==> src/clrt_pkg.sv <==
// Shared operation codes and controller/datapath handshake types for the lease table.
package clrt_pkg;

  localparam logic [2:0] OP_ACQUIRE = 3'd0;
  localparam logic [2:0] OP_RELEASE = 3'd1;
  localparam logic [2:0] OP_MOVE    = 3'd2;
  localparam logic [2:0] OP_REFRESH = 3'd3;
  localparam logic [2:0] OP_CLEAR   = 3'd4;
  localparam logic [2:0] OP_QUERY   = 3'd5;

  typedef struct packed {
    logic capture;      // latch the input item and read lease and owner entries
    logic follow_read;  // read the owner entries named by the held lease
    logic commit_look;  // finish an item that needs no owner cleanup
    logic commit_drop;  // clear the lease and the owner entries that still name the agent
    logic sweep_write;  // write one row of the clearing pass
    logic load_out;     // move the finished result into the output register
  } cmd_t;

  typedef struct packed {
    logic in_clear;     // the offered item is a clear-all
    logic needs_drop;   // the captured item removes a held lease
    logic sweep_last;   // the clearing pass is on its last row
  } status_t;

endpackage

==> src/clrt_ctrl.sv <==
// Controller state machine that sequences lookups, cleanup, the clearing pass and the output.
module clrt_ctrl (
  input  logic              clk,
  input  logic              rst,
  input  logic              in_valid,
  output logic              in_stall,
  output logic              out_valid,
  input  logic              out_stall,
  input  clrt_pkg::status_t status,
  output clrt_pkg::cmd_t    cmd
);
  import clrt_pkg::*;

  typedef enum logic [2:0] {
    S_SWEEP,
    S_IDLE,
    S_LOOK,
    S_FOLLOW,
    S_RESP
  } state_t;

  state_t state;
  logic   from_clear;
  logic   out_free;

  assign in_stall = (state != S_IDLE);
  assign out_free = !out_valid || !out_stall;

  always_comb begin
    cmd = '0;
    unique case (state)
      S_SWEEP:  cmd.sweep_write = 1'b1;
      S_IDLE:   cmd.capture     = in_valid;
      S_LOOK: begin
        cmd.follow_read = status.needs_drop;
        cmd.commit_look = !status.needs_drop;
      end
      S_FOLLOW: cmd.commit_drop = 1'b1;
      S_RESP:   cmd.load_out    = out_free;
      default:  cmd = '0;
    endcase
  end

  always_ff @(posedge clk) begin
    if (rst) begin
      state      <= S_SWEEP;
      from_clear <= 1'b0;
      out_valid  <= 1'b0;
    end else begin
      if (cmd.load_out) begin
        out_valid <= 1'b1;
      end else if (!out_stall) begin
        out_valid <= 1'b0;
      end
      unique case (state)
        S_SWEEP: begin
          if (status.sweep_last) begin
            state <= from_clear ? S_RESP : S_IDLE;
          end
        end
        S_IDLE: begin
          if (in_valid) begin
            if (status.in_clear) begin
              from_clear <= 1'b1;
              state      <= S_SWEEP;
            end else begin
              state <= S_LOOK;
            end
          end
        end
        S_LOOK: begin
          state <= status.needs_drop ? S_FOLLOW : S_RESP;
        end
        S_FOLLOW: begin
          state <= S_RESP;
        end
        S_RESP: begin
          if (out_free) begin
            from_clear <= 1'b0;
            state      <= S_IDLE;
          end
        end
        default: state <= S_IDLE;
      endcase
    end
  end

endmodule

==> config.mk <==
export PLATFORM = sky130hd
export DESIGN_NAME = clrt_ctrl
export DESIGN_NICKNAME = d
export VERILOG_FILES = /design/src/clrt_pkg.sv /design/src/clrt_ctrl.sv
export SDC_FILE = /design/constraint.sdc
export NUM_CORES = 1
export LEC_CHECK = 0
export BUFFER_PORTS_ARGS = -buffer_cell sky130_fd_sc_hd__buf_2
export CORE_AREA = 2 2 39 41
export DETAILED_ROUTE_END_ITERATION = 16
export DIE_AREA = 0 0 41 43
export SLEW_MARGIN = 20
export SYNTH_ARGS = -nofsm -noshare
export SYNTH_HDL_FRONTEND = slang
export SYNTH_SLANG_ARGS = --single-unit
export TNS_END_PERCENT = 30
==> constraint.sdc <==
create_clock -name clk -period 3.4 [get_ports clk]
set_clock_uncertainty 0.15 [all_clocks]
set_input_delay 0.68 -clock clk [delete_from_list [all_inputs] [get_ports clk]]
set_output_delay 0.68 -clock clk [all_outputs]
set_load 0.01 [all_outputs]
==> impl_metrics.py <==
metrics = {
    "run_status": {
        "status": "complete, no violations",
    },
    "clock_network": {
        "cts_setup_buffers": 0,
        "worstSkewPairLatency_ns": 0.24,
        "cts_tree": "built",
        "numCtsBuffers": 3,
        "cts.repair.resized": 0,
        "htreeDepth": 1,
        "clk_path_buf_depth": 2,
        "cts_root_buf": "clkbuf_4",
        "holdBufCountCts": 0,
        "clk_pin_slew_ns": 0.05,
        "cts_sinks": 5,
    },
    "synthesis": {
        "ys_ff_latch": 5,
        "synth_seq_area_share_pct": 33.9,
        "yosysWarningCount": 0,
        "syn_avg_cell_area_um2": 8.20,
        "syn-num-nets": 43,
        "syn_area_um2": 295,
        "ys_types": 20,
        "synth_cells": 36,
    },
    "finish": {
        "seqCellArea_um2": 100,
        "final_area_um2": 393,
        "syn_to_final_growth_pct": 33.1,
        "layout_commonest_cell": "buf_2",
        "utilization_pct": 28.4,
        "layout_common_cells": "buf_2 (14), nor3_1 (5), dfxtp_1 (5)",
        "nNetsFinal": 59,
        "antenna_cells": 0,
        "multiInputGateArea_um2": 173,
        "fillers": 146,
        "drive_above_1_share_pct": 37.3,
    },
    "timing": {
        "max_freq_mhz": 428,
        "finalSetupTns_ns": 0,
        "rsz0062_at_grt": "false",
        "worstMarginPinSlew_ns": 0.359,
        "finalHoldViolCount": 0,
        "min_period_over_period_pct": 68.6,
        "final-setup-viol-count": 0,
        "slew_headroom_pct": 75.5,
        "slew_violations": 0,
        "min_period_ns": 2.33,
    },
    "drt": {
        "post_drt_wl_per_cell_um": 10.8,
        "wirelength_um": 726,
        "drc": 0,
        "first_pass_iters": 2,
        "drtIter0Drc": 12,
        "avgViaCountPerCell": 4.87,
        "dr_total_vias": 326,
        "drtAntennaViolNets": 0,
    },
    "worst_setup_path": {
        "crit_path_start_kind": "flip-flop",
        "worst-setup-path-type": "reg2out",
        "cp_max_fo": 11,
        "required_ns": 2.57,
        "worstSetupEndpointType": "primary output",
        "worstPathArrival_ns": 1.50,
    },
    "placement": {
        "dpl-instance-area_um2": 367,
        "portBuffers": 14,
        "globalplace.congestion": 0.809,
        "dp_hpwl_um": 552,
    },
    "global_route": {
        "grtUsageTotal_pct": 9.15,
        "grt_pass1_vias": 257,
        "grt_pass1_wl_um": 1050,
        "antenna_found_initial": 0,
        "overflow": 0,
        "grt_max_degree": 15,
    },
    "power": {
        "p_leak_nw": 0.164,
        "ir_drop_v": 0.000201,
        "powerDensity_mw_per_mm2": 414,
    },
    "die": {
        "fp.dieH_um": 43,
        "die_area_mm2": 0.00176,
        "fp-row-count": 14,
        "die_w_um": 41,
        "core_area_mm2": 0.00138,
        "initial_core_util_pct": 21.3,
        "ios": 15,
    },
    "worst_hold_path": {
        "hold_path_class": "reg2reg",
    },
    "run": {
        "cap_violations": 0,
    },
}
[cell type report]
cell class                      count  area share (%)
Tap cell                           16            5.10
Timing Repair Buffer               14            17.8
Sequential cell                     5            25.5
Clock buffer                        4            6.69
Inverter                            1           0.955
Multi-Input combinational cell     27            43.9
[worst max-delay path, stage by stage (launching register included)]
cell and delay (ns):
dfxtp_1 0.51, or3b_4 0.44, a21oi_1 0.15, buf_2 0.15
[worst paths after layout]
path,cells past startpoint,startpoint,slack (ns),endpoint
worst max-delay path,3,state[2],1.07,cmd[0]
worst min-delay path,2,out_valid,0.37,out_valid
worst max register to register,3,state[2],1.80,state[2]
worst min register to register,2,out_valid,0.37,out_valid
[synth_stat cells]
master / number / share of area (%)
nor4b_1: 1 / 3.0
nor3_1: 5 / 8.5
nand2_1: 2 / 2.5
nor2_1: 3 / 3.8
or3_1: 2 / 4.2
inv_1: 1 / 1.3
o31ai_1: 1 / 2.5
a21oi_1: 3 / 5.1
nor4bb_1: 1 / 3.4
dfxtp_1: 5 / 34
a32oi_1: 1 / 3.0
nor3b_1: 2 / 5.1
or3b_4: 1 / 3.8
and4bb_2: 1 / 4.2
a31oi_1: 1 / 2.1
buf_6: 1 / 3.8
a2111oi_0: 1 / 3.0
nor4_1: 1 / 2.1
clkbuf_1: 2 / 2.5
nand2b_1: 1 / 2.1
[stage by stage]
| step | std cells | hold slack [ns] | worst slack (ns) | total power, mW |
|---|---|---|---|---|
| 6_report | 67 | 0.367 | 1.07 | 0.162 |
| 5_1_grt | 67 | 0.412 | 0.985 | 0.172 |
| 4_1_cts | 67 | 0.369 | 1.06 | 0.167 |
| 3_5_place_dp | 63 | 0.360 | 1.33 | 0.0945 |
| 3_3_place_gp | 63 | 0.360 | 1.32 | 0.0940 |
| 2_1_floorplan | 36 | 0.345 | 1.45 | 0.0847 |
[logic make-up (layout without fill, tap and decap cells)]
| kind of cell | Yosys count | in the layout | share of synthesized area [%] |
|---|---|---|---|
| buf+inv | 4 | 19 | 7.63 |
| flops | 5 | 5 | 33.9 |
| compound gates | 7 | 7 | 15.7 |
| simple gates | 20 | 20 | 42.8 |
[power by group]
| group | total, mW | internal, mW | switching [mW] |
|---|---|---|---|
| Clock | 0.0693 | 0.0444 | 0.0248 |
| Sequential | 0.0674 | 0.0616 | 0.00576 |
| Combinational | 0.0258 | 0.0131 | 0.0128 |
| Total | 0.162 | 0.119 | 0.0434 |
[registers in the layout (all words and copies together), names as in the netlist]
signal,flops
state,3
from_clear,1
out_valid,1
[layer usage]
metal	vias to the layer above	GRT usage, %	wire [um]
li1	166	-	-
met1	146	12.0	355
met2	14	10.6	299
met3	0	5.24	71
met4	0	6.67	0
met5	-	0	0
Power figures use the tool's default switching activity.
